## src/hdl/cbce_pkg.sv

```systemverilog
// Shared constants and decode tables for the calculator execute block.
package cbce_pkg;

   localparam int DIGITS_DEF = 16;
   localparam int BANK_ENTRIES_DEF = 8;
   localparam int STACK_DEPTH_DEF = 3;

   localparam logic [1:0] ERR_OK = 2'd0;
   localparam logic [1:0] ERR_INSTR = 2'd1;
   localparam logic [1:0] ERR_FORM = 2'd2;

   localparam logic [3:0] FMT_FLAG = 4'hC;
   localparam logic [3:0] FMT_MISC = 4'hE;
   localparam logic [3:0] FMT_BAD0 = 4'h6;
   localparam logic [3:0] FMT_BAD1 = 4'hB;

   localparam logic [12:0] MISC_NOP_WORD = 13'h0EFF;
   localparam logic [7:0] R5_SHORT = 8'h39;

   // misc group codes
   localparam logic [3:0] MC_LOAD_Y = 4'h0;
   localparam logic [3:0] MC_BANK_Q = 4'h1;
   localparam logic [3:0] MC_BR_R5 = 4'h2;
   localparam logic [3:0] MC_RET = 4'h3;
   localparam logic [3:0] MC_STORE_X = 4'h4;
   localparam logic [3:0] MC_LOAD_X = 4'h5;
   localparam logic [3:0] MC_STORE_Y = 4'h6;
   localparam logic [3:0] MC_DISP = 4'h7;
   localparam logic [3:0] MC_DEC = 4'h8;
   localparam logic [3:0] MC_HEX = 4'h9;
   localparam logic [3:0] MC_BANK_R5 = 4'hA;
   localparam logic [3:0] MC_OFF = 4'hB;
   localparam logic [3:0] MC_XMANT = 4'hC;
   localparam logic [3:0] MC_KEY = 4'hD;
   localparam logic [3:0] MC_YMANT = 4'hE;
   localparam logic [3:0] MC_NOP = 4'hF;

   // first digit of each mask
   function automatic logic [3:0] mask_first(input logic [3:0] mf);
      case (mf)
         4'h0: mask_first = 4'd12;
         4'h2, 4'h4: mask_first = 4'd2;
         4'h8, 4'hA: mask_first = 4'd14;
         4'h7: mask_first = 4'd0;
         4'h9, 4'hD: mask_first = 4'd13;
         4'hF: mask_first = 4'd15;
         default: mask_first = 4'd0;
      endcase
   endfunction

   // last digit of each mask
   function automatic logic [3:0] mask_last(input logic [3:0] mf);
      case (mf)
         4'h0, 4'h2, 4'h3: mask_last = 4'd12;
         4'h1, 4'h9, 4'hA, 4'hF: mask_last = 4'd15;
         4'h4: mask_last = 4'd2;
         4'h5: mask_last = 4'd1;
         4'h7, 4'hD: mask_last = 4'd13;
         4'h8: mask_last = 4'd14;
         default: mask_last = 4'd0;
      endcase
   endfunction

endpackage

```

## src/hdl/calculator_bcd_cpu_execute.sv

```systemverilog
// Calculator CPU execute stage: digit-serial register file, carry chain and control.
//
// Usage: each item on the req_ channel is one instruction word with the pending
// key code; each item returned on the rsp_ channel is the machine state after it
// (next PC, COND, R5, registers A and B, display flags, halt flag, error code).
// One result per instruction, in order.
//
// Timing: an accepted item first passes a decode state, then a digit loop in
// which all 64-bit registers rotate one nibble per cycle through a 4-bit adder
// and subtractor with carry, then a done state that loads the result register.
// The next item is accepted once the result register has been loaded, so while
// a result waits to be taken the following item already runs. Once powered off,
// an item skips the digit loop and goes from decode straight to the done state.
//
// Reset clears every register, the banks, the return stack and all flags; the
// result register goes empty. If the receiver stalls, the result holds in the
// output register and a second finished item waits until it drains.
module calculator_bcd_cpu_execute #(
   parameter int DIGITS = cbce_pkg::DIGITS_DEF,
   parameter int BANK_ENTRIES = cbce_pkg::BANK_ENTRIES_DEF,
   parameter int STACK_DEPTH = cbce_pkg::STACK_DEPTH_DEF
) (
   input  logic clock,
   input  logic reset,
   input  logic req_tvalid,
   output logic req_tready,
   // [12:0] instruction, [20:13] key_code
   input  logic [23:0] req_tdata,
   output logic rsp_tvalid,
   input  logic rsp_tready,
   // [10:0] next_pc, [11] cond_out, [19:12] r5_out, [83:20] a_value,
   // [147:84] b_value, [148] display_refresh, [149] display_empty,
   // [150] halted_out, [152:151] error_code
   output logic [159:0] rsp_tdata
);
   import cbce_pkg::*;

   localparam int RW = 4 * DIGITS;
   localparam int DW = $clog2(DIGITS);
   localparam int BW = $clog2(BANK_ENTRIES);

   typedef enum logic [1:0] {ST_IDLE, ST_DECODE, ST_DIGIT, ST_DONE} state_type;

   state_type state_ff;
   logic [DW-1:0] cnt_ff;
   logic [12:0] op_ff;
   logic [7:0] key_ff;

   logic [RW-1:0] a_ff, b_ff, c_ff, d_ff, xb_ff, yb_ff;
   logic [RW-1:0] xbank_mem [BANK_ENTRIES];
   logic [RW-1:0] ybank_mem [BANK_ENTRIES];
   logic [10:0] pc_ff;
   logic [10:0] stack_ff [STACK_DEPTH];
   logic cond_ff, hex_ff, short_ff, blank_ff, off_ff;
   logic [7:0] r5_ff;
   logic [2:0] bank_ff;

   // per-item serial work state
   logic cy_ff, all9_ff;
   logic [3:0] prev_ff;
   logic [7:0] r5n_ff;
   logic [1:0] err_ff;
   logic refresh_ff;

   logic out_valid_ff;
   logic [159:0] out_ff;

   // decoded fields
   logic [3:0] mf, f0, f1, p, q;
   logic [1:0] j, l;
   logic [2:0] k;
   logic n, two, do_mask, do_flag, do_misc, bad_form;
   logic [3:0] cur, lo_r5, hi_r5;

   always_comb begin
      mf = op_ff[11:8];
      f0 = mask_first(mf);
      f1 = mask_last(mf);
      j = op_ff[7:6];
      k = op_ff[5:3];
      l = op_ff[2:1];
      n = op_ff[0];
      p = op_ff[3:0];
      q = op_ff[7:4];
      two = (f0 < 4'd15) && (f0 < f1);
      do_flag = !op_ff[12] && mf == FMT_FLAG;
      do_misc = !op_ff[12] && mf == FMT_MISC;
      do_mask = !op_ff[12] && !do_flag && !do_misc && mf != FMT_BAD0 && mf != FMT_BAD1;
      bad_form = (l == 2'd3 && !n && !(j == 2'd0 && !k[2])) ||
                 (l == 2'd1 && k[2]) || (l == 2'd2 && k > 3'd5);
      cur = cnt_ff;
   end

   // select a register by code
   function automatic logic [3:0] pick_low(input logic [1:0] s, input logic [RW-1:0] ra,
                                           input logic [RW-1:0] rb, input logic [RW-1:0] rc,
                                           input logic [RW-1:0] rd);
      case (s)
         2'd0: pick_low = ra[3:0];
         2'd1: pick_low = rb[3:0];
         2'd2: pick_low = rc[3:0];
         default: pick_low = rd[3:0];
      endcase
   endfunction

   // next digit of register j (digit i+1 sits in bits [7:4] during rotation)
   function automatic logic [3:0] d_next_j(input logic [1:0] s);
      case (s)
         2'd0: d_next_j = a_ff[7:4];
         2'd1: d_next_j = b_ff[7:4];
         2'd2: d_next_j = c_ff[7:4];
         default: d_next_j = d_ff[7:4];
      endcase
   endfunction

   // digit-serial datapath signals
   logic [3:0] ja, ka, tdig, rdig, newj, newk, newa, newb, newc, newd, newx, newy;
   logic in_mask, base16, cy_next;
   logic [4:0] sum;
   logic [5:0] diff;
   logic wj, wk;
   logic [3:0] fbit, fval;

   always_comb begin
      ja = pick_low(j, a_ff, b_ff, c_ff, d_ff);
      ka = pick_low(k[1:0], a_ff, b_ff, c_ff, d_ff);
      in_mask = cur >= f0 && cur <= f1;
      base16 = hex_ff || mf[3];
      lo_r5 = r5_ff[3:0];
      hi_r5 = r5_ff[7:4];
      // operand digit t[i]
      tdig = 4'd0;
      if (in_mask) begin
         if (!k[2]) tdig = ka;
         else if (k == 3'd4 && cur == f0) tdig = 4'd1;
         else if (k == 3'd6 && cur == f0) tdig = lo_r5;
         else if (k == 3'd7 && cur == f0) tdig = lo_r5;
         else if (k == 3'd7 && two && cur == f0 + 4'd1) tdig = hi_r5;
      end
      // arithmetic / shift digit r[i]
      sum = {1'b0, ja} + {1'b0, tdig} + {4'd0, cy_ff};
      diff = {2'b0, ja} - {2'b0, tdig} - {5'd0, cy_ff};
      rdig = ja;
      cy_next = cy_ff;
      if (k != 3'd5) begin
         if (!n) begin
            if (sum >= (base16 ? 5'd16 : 5'd10)) begin
               rdig = 4'(sum - (base16 ? 5'd16 : 5'd10));
               cy_next = 1'b1;
            end else begin
               rdig = sum[3:0];
               cy_next = 1'b0;
            end
         end else begin
            // 8-bit wrap in the model equals negative test here
            if (diff[5] || (!base16 && diff[3:0] >= 4'd10)) begin
               rdig = 4'(diff + (base16 ? 6'd16 : 6'd10));
               cy_next = 1'b1;
            end else begin
               rdig = diff[3:0];
               cy_next = 1'b0;
            end
         end
      end else if (!n) begin
         rdig = (cur == f0) ? 4'd0 : prev_ff;
      end else begin
         rdig = (cur == f1) ? 4'd0 : d_next_j(j);
      end
      fbit = 4'd1 << op_ff[3:2];
      case (op_ff[1:0])
         2'd0: fval = ja | fbit;
         2'd1: fval = ja & ~fbit;
         2'd3: fval = ja ^ fbit;
         default: fval = ja;
      endcase
      // write-back decisions
      wj = 1'b0;
      wk = 1'b0;
      newj = ja;
      newk = ka;
      if (do_mask && !bad_form && in_mask) begin
         if (l == 2'd3) begin
            if (!n) begin
               newj = ka;
               newk = ja;
               wj = 1'b1;
               wk = 1'b1;
            end else if (k != 3'd5) begin
               newj = tdig;
               wj = 1'b1;
            end
         end else if (l == 2'd0 || (l == 2'd2 && k == 3'd5)) begin
            newj = rdig;
            wj = 1'b1;
         end else if (l == 2'd1) begin
            newk = rdig;
            wk = 1'b1;
         end
      end
      if (do_flag && op_ff[5:4] != 2'd0 && cur == {2'b11, op_ff[5:4]}) begin
         newj = fval;
         wj = 1'b1;
      end
      newa = a_ff[3:0];
      newb = b_ff[3:0];
      newc = c_ff[3:0];
      newd = d_ff[3:0];
      if (wk) begin
         case (k[1:0])
            2'd0: newa = newk;
            2'd1: newb = newk;
            2'd2: newc = newk;
            default: newd = newk;
         endcase
      end
      if (wj) begin
         case (j)
            2'd0: newa = newj;
            2'd1: newb = newj;
            2'd2: newc = newj;
            default: newd = newj;
         endcase
      end
      newx = xb_ff[3:0];
      newy = yb_ff[3:0];
      if (do_misc && !off_ff) begin
         if (p == MC_STORE_X || (p == MC_XMANT && (!short_ff || cur <= 4'd12)))
            newx = a_ff[3:0];
         if (p == MC_STORE_Y || (p == MC_YMANT && (!short_ff || cur <= 4'd12)))
            newy = a_ff[3:0];
         if (p == MC_LOAD_Y) newa = yb_ff[3:0];
         if (p == MC_LOAD_X) newa = xb_ff[3:0];
      end
   end

   assign req_tready = state_ff == ST_IDLE;
   assign rsp_tvalid = out_valid_ff;
   assign rsp_tdata = out_ff;

   logic [10:0] pc_inc;
   logic run;
   assign pc_inc = pc_ff + 11'd1;
   assign run = !off_ff;

   // sequencer, registers and banks
   always_ff @(posedge clock) begin
      if (reset) begin
         state_ff <= ST_IDLE;
         cnt_ff <= '0;
         a_ff <= '0;
         b_ff <= '0;
         c_ff <= '0;
         d_ff <= '0;
         for (int e = 0; e < BANK_ENTRIES; e++) begin
            xbank_mem[e] <= '0;
            ybank_mem[e] <= '0;
         end
         for (int e = 0; e < STACK_DEPTH; e++) stack_ff[e] <= '0;
         pc_ff <= '0;
         cond_ff <= 1'b0;
         hex_ff <= 1'b0;
         short_ff <= 1'b0;
         blank_ff <= 1'b0;
         off_ff <= 1'b0;
         r5_ff <= '0;
         bank_ff <= '0;
         out_valid_ff <= 1'b0;
      end else begin
         if (rsp_tvalid && rsp_tready && state_ff != ST_DONE) out_valid_ff <= 1'b0;
         unique case (state_ff)
            ST_IDLE: begin
               if (req_tvalid) begin
                  op_ff <= req_tdata[12:0];
                  key_ff <= req_tdata[20:13];
                  state_ff <= ST_DECODE;
               end
            end
            ST_DECODE: begin
               xb_ff <= xbank_mem[bank_ff[BW-1:0]];
               yb_ff <= ybank_mem[bank_ff[BW-1:0]];
               cy_ff <= 1'b0;
               all9_ff <= 1'b1;
               prev_ff <= '0;
               r5n_ff <= '0;
               refresh_ff <= 1'b0;
               err_ff <= ERR_OK;
               if (run) begin
                  if (!op_ff[12] && (mf == FMT_BAD0 || mf == FMT_BAD1))
                     err_ff <= ERR_INSTR;
                  else if (do_flag && op_ff[5:4] == 2'd0) err_ff <= ERR_FORM;
                  else if (do_mask && bad_form) err_ff <= ERR_FORM;
                  else if (do_misc && p == MC_NOP && op_ff != MISC_NOP_WORD)
                     err_ff <= ERR_INSTR;
               end
               cnt_ff <= '0;
               state_ff <= run ? ST_DIGIT : ST_DONE;
            end
            ST_DIGIT: begin
               // rotate every register one digit right, new digit into the top
               a_ff <= {newa, a_ff[RW-1:4]};
               b_ff <= {newb, b_ff[RW-1:4]};
               c_ff <= {newc, c_ff[RW-1:4]};
               d_ff <= {newd, d_ff[RW-1:4]};
               xb_ff <= {newx, xb_ff[RW-1:4]};
               yb_ff <= {newy, yb_ff[RW-1:4]};
               prev_ff <= ja;
               if (cur < 4'd12 && b_ff[3:0] != 4'd9) all9_ff <= 1'b0;
               // carry only for arithmetic forms, not for exchange or store
               if (do_mask && in_mask && k != 3'd5 && l != 2'd3) cy_ff <= cy_next;
               // capture R5 candidate digits
               if (do_mask && cur == f0)
                  r5n_ff[3:0] <= (l == 2'd3) ? tdig : rdig;
               if (do_mask && two && cur == f0 + 4'd1)
                  r5n_ff[7:4] <= (l == 2'd3) ? tdig : rdig;
               if (do_flag && op_ff[1:0] == 2'd2 && op_ff[5:4] != 2'd0 &&
                   cur == {2'b11, op_ff[5:4]} && (ja & fbit) != 4'd0)
                  cond_ff <= 1'b1;
               cnt_ff <= cnt_ff + 1'b1;
               if (cnt_ff == DW'(DIGITS - 1)) state_ff <= ST_DONE;
            end
            ST_DONE: begin
               if (!out_valid_ff || rsp_tready) begin
                  logic [10:0] npc;
                  logic ncond, nblank, nrefresh, noff, nhex, nshort;
                  logic [7:0] nr5;
                  logic [2:0] nbank;
                  npc = pc_ff;
                  ncond = cond_ff;
                  nr5 = r5_ff;
                  nblank = blank_ff;
                  nrefresh = 1'b0;
                  noff = off_ff;
                  nhex = hex_ff;
                  nshort = short_ff;
                  nbank = bank_ff;
                  if (run) begin
                     npc = pc_inc;
                     if (op_ff[12]) begin
                        ncond = 1'b0;
                        if (op_ff[11]) begin
                           if (cond_ff == op_ff[10]) npc = {pc_inc[10], op_ff[9:0]};
                        end else begin
                           for (int e = STACK_DEPTH - 1; e > 0; e--)
                              stack_ff[e] <= stack_ff[e-1];
                           stack_ff[0] <= pc_inc;
                           npc = op_ff[10:0];
                        end
                     end else if (do_mask && err_ff == ERR_OK) begin
                        nr5 = two ? r5n_ff : {4'd0, r5n_ff[3:0]};
                        if (cy_ff) ncond = 1'b1;
                     end else if (do_misc && err_ff == ERR_OK) begin
                        case (p)
                           MC_BANK_Q: nbank = q[2:0];
                           MC_BR_R5: begin
                              nshort = r5_ff == R5_SHORT;
                              npc = {3'd0, r5_ff};
                           end
                           MC_RET: begin
                              ncond = 1'b0;
                              npc = stack_ff[0];
                              for (int e = 0; e < STACK_DEPTH - 1; e++)
                                 stack_ff[e] <= stack_ff[e+1];
                              stack_ff[STACK_DEPTH-1] <= '0;
                           end
                           MC_DISP: begin
                              if (!all9_ff || !blank_ff) begin
                                 nblank = all9_ff;
                                 nrefresh = 1'b1;
                              end
                           end
                           MC_DEC: nhex = 1'b0;
                           MC_HEX: nhex = 1'b1;
                           MC_BANK_R5: nbank = r5_ff[2:0];
                           MC_OFF: noff = 1'b1;
                           MC_KEY: begin
                              if (key_ff != 8'd0) begin
                                 ncond = 1'b1;
                                 nr5 = key_ff;
                              end
                           end
                           default: ;
                        endcase
                        xbank_mem[bank_ff[BW-1:0]] <= xb_ff;
                        ybank_mem[bank_ff[BW-1:0]] <= yb_ff;
                     end
                  end
                  pc_ff <= npc;
                  cond_ff <= ncond;
                  r5_ff <= nr5;
                  blank_ff <= nblank;
                  off_ff <= noff;
                  hex_ff <= nhex;
                  short_ff <= nshort;
                  bank_ff <= nbank;
                  out_ff <= {7'd0, err_ff, noff, nblank, nrefresh, b_ff, a_ff, nr5, ncond, npc};
                  out_valid_ff <= 1'b1;
                  state_ff <= ST_IDLE;
               end
            end
            default: state_ff <= ST_IDLE;
         endcase
      end
   end

endmodule

```

## config.mk

```make
export PLATFORM = sky130hd
export DESIGN_NAME = calculator_bcd_cpu_execute
export DESIGN_NICKNAME = d
export VERILOG_FILES = /design/src/hdl/cbce_pkg.sv /design/src/hdl/calculator_bcd_cpu_execute.sv
export SDC_FILE = /design/constraint.sdc
export NUM_CORES = 2
export LEC_CHECK = 0
export ABC_CLOCK_PERIOD_IN_PS = 19600
export BUFFER_PORTS_ARGS = -buffer_cell sky130_fd_sc_hd__buf_2
export CORE_MARGIN = 2
export CORE_UTILIZATION = 45
export CTS_CLUSTER_DIAMETER = 80
export CTS_CLUSTER_SIZE = 16
export DETAILED_ROUTE_END_ITERATION = 10
export PLACE_DENSITY_LB_ADDON = 0.2
export SYNTH_ARGS = -nofsm -noshare
export SYNTH_HDL_FRONTEND = slang
export SYNTH_SLANG_ARGS = --single-unit
```

## constraint.sdc

```tcl
create_clock -name clock -period 19.6 [get_ports clock]
set_input_delay 2.94 -clock clock [delete_from_list [all_inputs] [get_ports clock]]
set_output_delay 2.94 -clock clock [all_outputs]
set_load 0.02 [all_outputs]
```

# == Yosys cells after proc, flatten, opt, wreduce, memory -nomap -nowiden ==
# Memories as Yosys holds them, arrays and structs flattened. A register that Yosys moved wholly into a read port is not among the register bits.
# Cells that the tools add are included.
# classes
add_sub_neg,9
n_lt_le_gt_ge,9
eq_ne,59
shift,1
muxes,174
bitwise,17
reduce_logical,106
# op_table
operator,count
$pmux 64 s2,2
$mux 4,53
$mux 64,2
$reduce_or 64->1,2
$mux 11,11
$mux 1,71
$mux 8,7
$eq 4x4->1 const B,12
$pmux 4 s3,4
$logic_and 1x1->1,47
$ne 2x2->1 const B,11
$pmux 11 s2,1
$reduce_and 3->1,7
$reduce_and 7->1,3
$eq 4x3->1 const B,5
$mux 3,6
$eq 2x2->1 const B,8
$eq 4x4->1,4
$pmux 4 s2,2
$pmux 8 s2,1
$logic_not 2->1,7
$logic_not 1->1,13
$ne 13x12->1 const B,1
$eq 3x3->1 const B,4
47 further kinds,91
# totals
register_bits,608
ramBits,1057
romBits,128
in_bits,28
out_inout_bits,162
wordCells,408
memories,5
# mem_list
name,depth,word_bits,rd,rd_clocked_by_memory_dff,wr,line,rtl
xbank_mem,8,64,1,1,8,calculator_bcd_cpu_execute.sv:50,logic [RW-1:0] xbank_mem [BANK_ENTRIES];
ybank_mem,8,64,1,1,8,calculator_bcd_cpu_execute.sv:51,logic [RW-1:0] ybank_mem [BANK_ENTRIES];
(name not given),16,4,1,1,0,cbce_pkg.sv:40,case (mf)
(name not given),16,4,1,1,0,cbce_pkg.sv:53,case (mf)
stack_ff,3,11,3,0,3,calculator_bcd_cpu_execute.sv:53,logic [10:0] stack_ff [STACK_DEPTH];

# == Logic depth before layout (Yosys ltp) ==
# depth
word_depth,29
mapped_depth,23
depth_no_buf,23

# == Least setup slack after synthesis ==
# Ideal clock, no wire load.
# synth_path
path_type,input port to flip-flop
start,input port rsp_tready
end,"memory xbank_mem[2][0] in the netlist's numbering, enable pin"
setup_ps,792
t_arrival_ps,12607
required_time_ps,18808
slack_ps,6201
cell_stages,6
path_buffers,0
cell_sequence,nand2b_1 > and2_1 > nand2_1 > nor3_1 > nand2b_1 > o21ai_0
# synth_lines
item,line,rtl
start: declaration,calculator_bcd_cpu_execute.sv:30,"input logic rsp_tready,"
end: declaration,calculator_bcd_cpu_execute.sv:50,

==> out/qor.txt <==
Final Cycle Share - 42.0%
YS warnings - 0
final hold slack - 0.456 ns
Clock transition at path regs - 0.07 ns
Setup Fix Bufs, Post-CTS - 0
CP bufs+invs - 4
pre-CTS setup slack - 10.55 ns
largest stage delay on the critical path - 0.85 ns
Inst Count DP - 7103
Psw - 2080 uW
adder-cell area share of the yosys netlist - 0.981%
# hold bufs at CTS - 0
combinational share of power - 12.1%
ys async rst share - 0%
CTS Sinks - 1674
gpl congestion - 0.887
Hold Path Origin - a_ff[23]$_SDFFE_PP0P_
CP startpoint - rsp_tready
CTS Buffer Depth - 3
average instance area after synthesis - 14.4 um^2
Die Y - 405 um
Post-DP HPWL - 89700 um
DR vias - 40700
LEAKAGE - 0.0270 uW
first-pass GRT wire length - 264000 um
commonest cells in the netlist - edfxtp_1 (1375), and2_1 (1047), mux2i_1 (377), nor2_1 (332), dfxtp_1 (299)
status - complete, no violations
CP Max Fanout - 65
Critical Path RT - 19.96 ns
Synth top area share - 57.0%
DR pass1 iterations - 6
RSZ-0062 raised after global routing - false
setup_tns - 0 ns
Max Transition Viols Final - 0
largest net degree at the start of global routing - 129
cell mode on critical path - buf_4
Syn Inst Count - 5033
CTS tree - built
fin cells - 7277
Tot GR Track Use - 21.3%
complex-gate fraction of the synthesized area - 3.93%
Hold Vio Cnt, Final - 0
post-CTS sizing - 0
Via density - 5.60
clk root buf - clkbuf_16
Final nets - 5146
Die ar. - 164000 um^2
PnR worst setup slack - 11.37 ns
Worst path slowest cell - buf_4
footprint of the multi-input gates - 23800 um^2
grt ovf - 0
row count - 147
sequential-to-total area share from yosys stat - 65.3%
synthesized area - 72400 um^2
Initial Utilization - 45.2%
core footprint - 160000 um^2
IO Port Bufs - 179
CTS buffer count - 118
WL met3 - 10000 um
Final Total Pwr - 7600 uW
Clk Latency, worst-skew pair - 0.78 ns
sw frac - 27.4%
antenna violations before repair - 3
Fmax - 0.122 GHz
Final Critical Period - 8.23 ns
Reg area - 47300 um^2
power per cell area - 96.4 nW/um^2
Netlist cell types - 98
Worst Clk Skew - 0.0536 ns
Top Metal Used - met5
Tightest Pin Transition - 1.13 ns
most common cell in the netlist - edfxtp_1
element type at the critical path start - input pin
worst reg2reg startpoint - state_ff[1]$_SDFFE_PP0P_
layout cells sized above 1 - 13.9%
crit end category - flop
initial drt markers - 3771
max-cap viol count - 0
Post-Synth Simple-Gate Area - 13.7%
IO Pins - 190
die width - 405 um
Int Power - 5520 uW
routed wl met2 - 84800 um
vias in the first global route - 40800
clock group share of total power - 30.7%
post-synthesis mux area share - 13.7%
register share of total power - 57.2%
Hold Path Class - reg2reg
crit path DAT - 8.58 ns
largest family of logic cells by synthesized area - simple AND/OR/NAND/NOR gates
setup violators final - 0
met1 wire length - 77700 um
Syn-to-layout area delta - 8.79%
DR WL/cell - 24.1 um
Yosys top cell by area - edfxtp_1
Final ANT Viol Nets - 0
peak supply drop - 0.0798 mV
XOR/XNOR Fraction of Synth Area - 0.321%
Rel. slew slack - 24.7%
final WL - 176000 um
cell chain of the critical path - buf_2 -> nand2b_1 -> and2_1 -> nand2_1 -> nor3_1 -> nand2_1 -> nor3_2 -> buf_4 -> or2_4 -> buf_4 -> buf_4
Fillers - 13600
CP delay by family, top - simple AND/OR/NAND/NOR gates
Post-synth EDFFs - 1375
Synth area leaders - edfxtp_1 (57%), and2_1 (9.0%), mux4_2 (8.4%)
CTS H-tree depth - 3
Most used DFF post-synth - edfxtp_1
Setup CP Type - in2reg
register bit count reported by yosys - 1674
residual DRC count - 0
[worst paths after layout]
kind	endpoint	slack, ns	cells after the start
min	rsp_tdata[43]$_DFFE_PP_	0.46	0
min reg2reg	rsp_tdata[43]$_DFFE_PP_	0.46	0
max	ybank_mem[1][54]$_SDFFCE_PN0P_	11.37	11
max reg2reg	ybank_mem[1][54]$_SDFFCE_PN0P_	12.91	10
[placed cells by master, fill, tap and decap left out, types with 9 or more instances in the layout]
| cell type | instances |
|---|---|
| and2_1 | 1047 |
| mux2_2 | 9 |
| ha_1 | 51 |
| nor2_1 | 326 |
| o21ai_0 | 170 |
| a211oi_1 | 24 |
| dfxtp_1 | 296 |
| nand2_1 | 234 |
| a22o_1 | 22 |
| nand2b_1 | 34 |
| nor2b_1 | 22 |
| clkbuf_1 | 35 |
| mux2i_1 | 377 |
| mux4_2 | 269 |
| a21oi_1 | 52 |
| o211ai_1 | 13 |
| edfxtp_1 | 1375 |
| nand3_1 | 21 |
| nor4_1 | 9 |
| and3_1 | 16 |
| a31oi_1 | 11 |
| clkbuf_16 | 119 |
| buf_2 | 178 |
| or3_1 | 12 |
| buf_4 | 58 |
| a221oi_1 | 10 |
| a311oi_1 | 19 |
| nor3_1 | 32 |
| inv_1 | 42 |
| xor2_1 | 11 |
[area by class of cell]
| type | instances | area share [%] |
|---|---|---|
| antenna | 2 | 0.00635 |
| tap | 2160 | 3.43 |
| timing repair buffer | 244 | 1.88 |
| clock inverter | 16 | 0.219 |
| sequential | 1674 | 60.0 |
| clock buffer | 156 | 3.98 |
| multi-input combinational | 2978 | 30.3 |
| inverter | 47 | 0.237 |
[registers in the layout, summed over array words and instances, names as in the netlist, 3 cells and up, named ones only]
signal and flops:
xb_ff 64, op_ff 13, xbank_mem 512, f0 3, r5n_ff 8, bank_ff 3, prev_ff 4, d_ff 64
rsp_tdata 153, f1 3, stack_ff 33, b_ff 64, c_ff 64, key_ff 8, r5_ff 8, a_ff 64
yb_ff 64, pc_ff 11, cnt_ff 4, ybank_mem 512
[power by group through the flow]
stage,logic (uW),clock network [uW],registers (uW)
floorplan,619,0,4370
global placement,915,0,4420
detailed placement,923,0,4420
CTS,924,2380,4350
global route,989,2510,4380
finish,920,2330,4350
[per-stage QoR]
stage	utilization, %	cell area (um^2)
finish	49.2	78800
global route	49.2	78800
CTS	49.2	78800
detailed placement	47.1	75500
global placement	47.1	75500
floorplan	-	72500
[metal layers]
layer  global-route usage (%)  vias up
met1                     30.3    20900
met2                     35.1     1253
met4                     4.18        2
met5                        0        -
li1                         -    18400
met3                     2.76      214
[cell families after synthesis]
logic type / after synthesis
xor gates and xnor gates: 22
adders and majority gates: 55
muxes: 655
other: 1
and+or+nand+nor: 1810
buffers and inverters: 387
AOI/OAI and AO/OA: 429
DFF: 1674
[worst register-to-register path: stages (launching register included)]
cell,delay (ns)
dfxtp_1,0.42
ha_1,0.36
and2_1,0.77
nand2_1,0.38
nor3_1,0.39
nand2_1,0.46
nor3_2,0.22
buf_4,0.78
or2_4,0.75
buf_4,0.84
buf_4,0.88
Note: power is estimated with default switching activity, not from simulation.
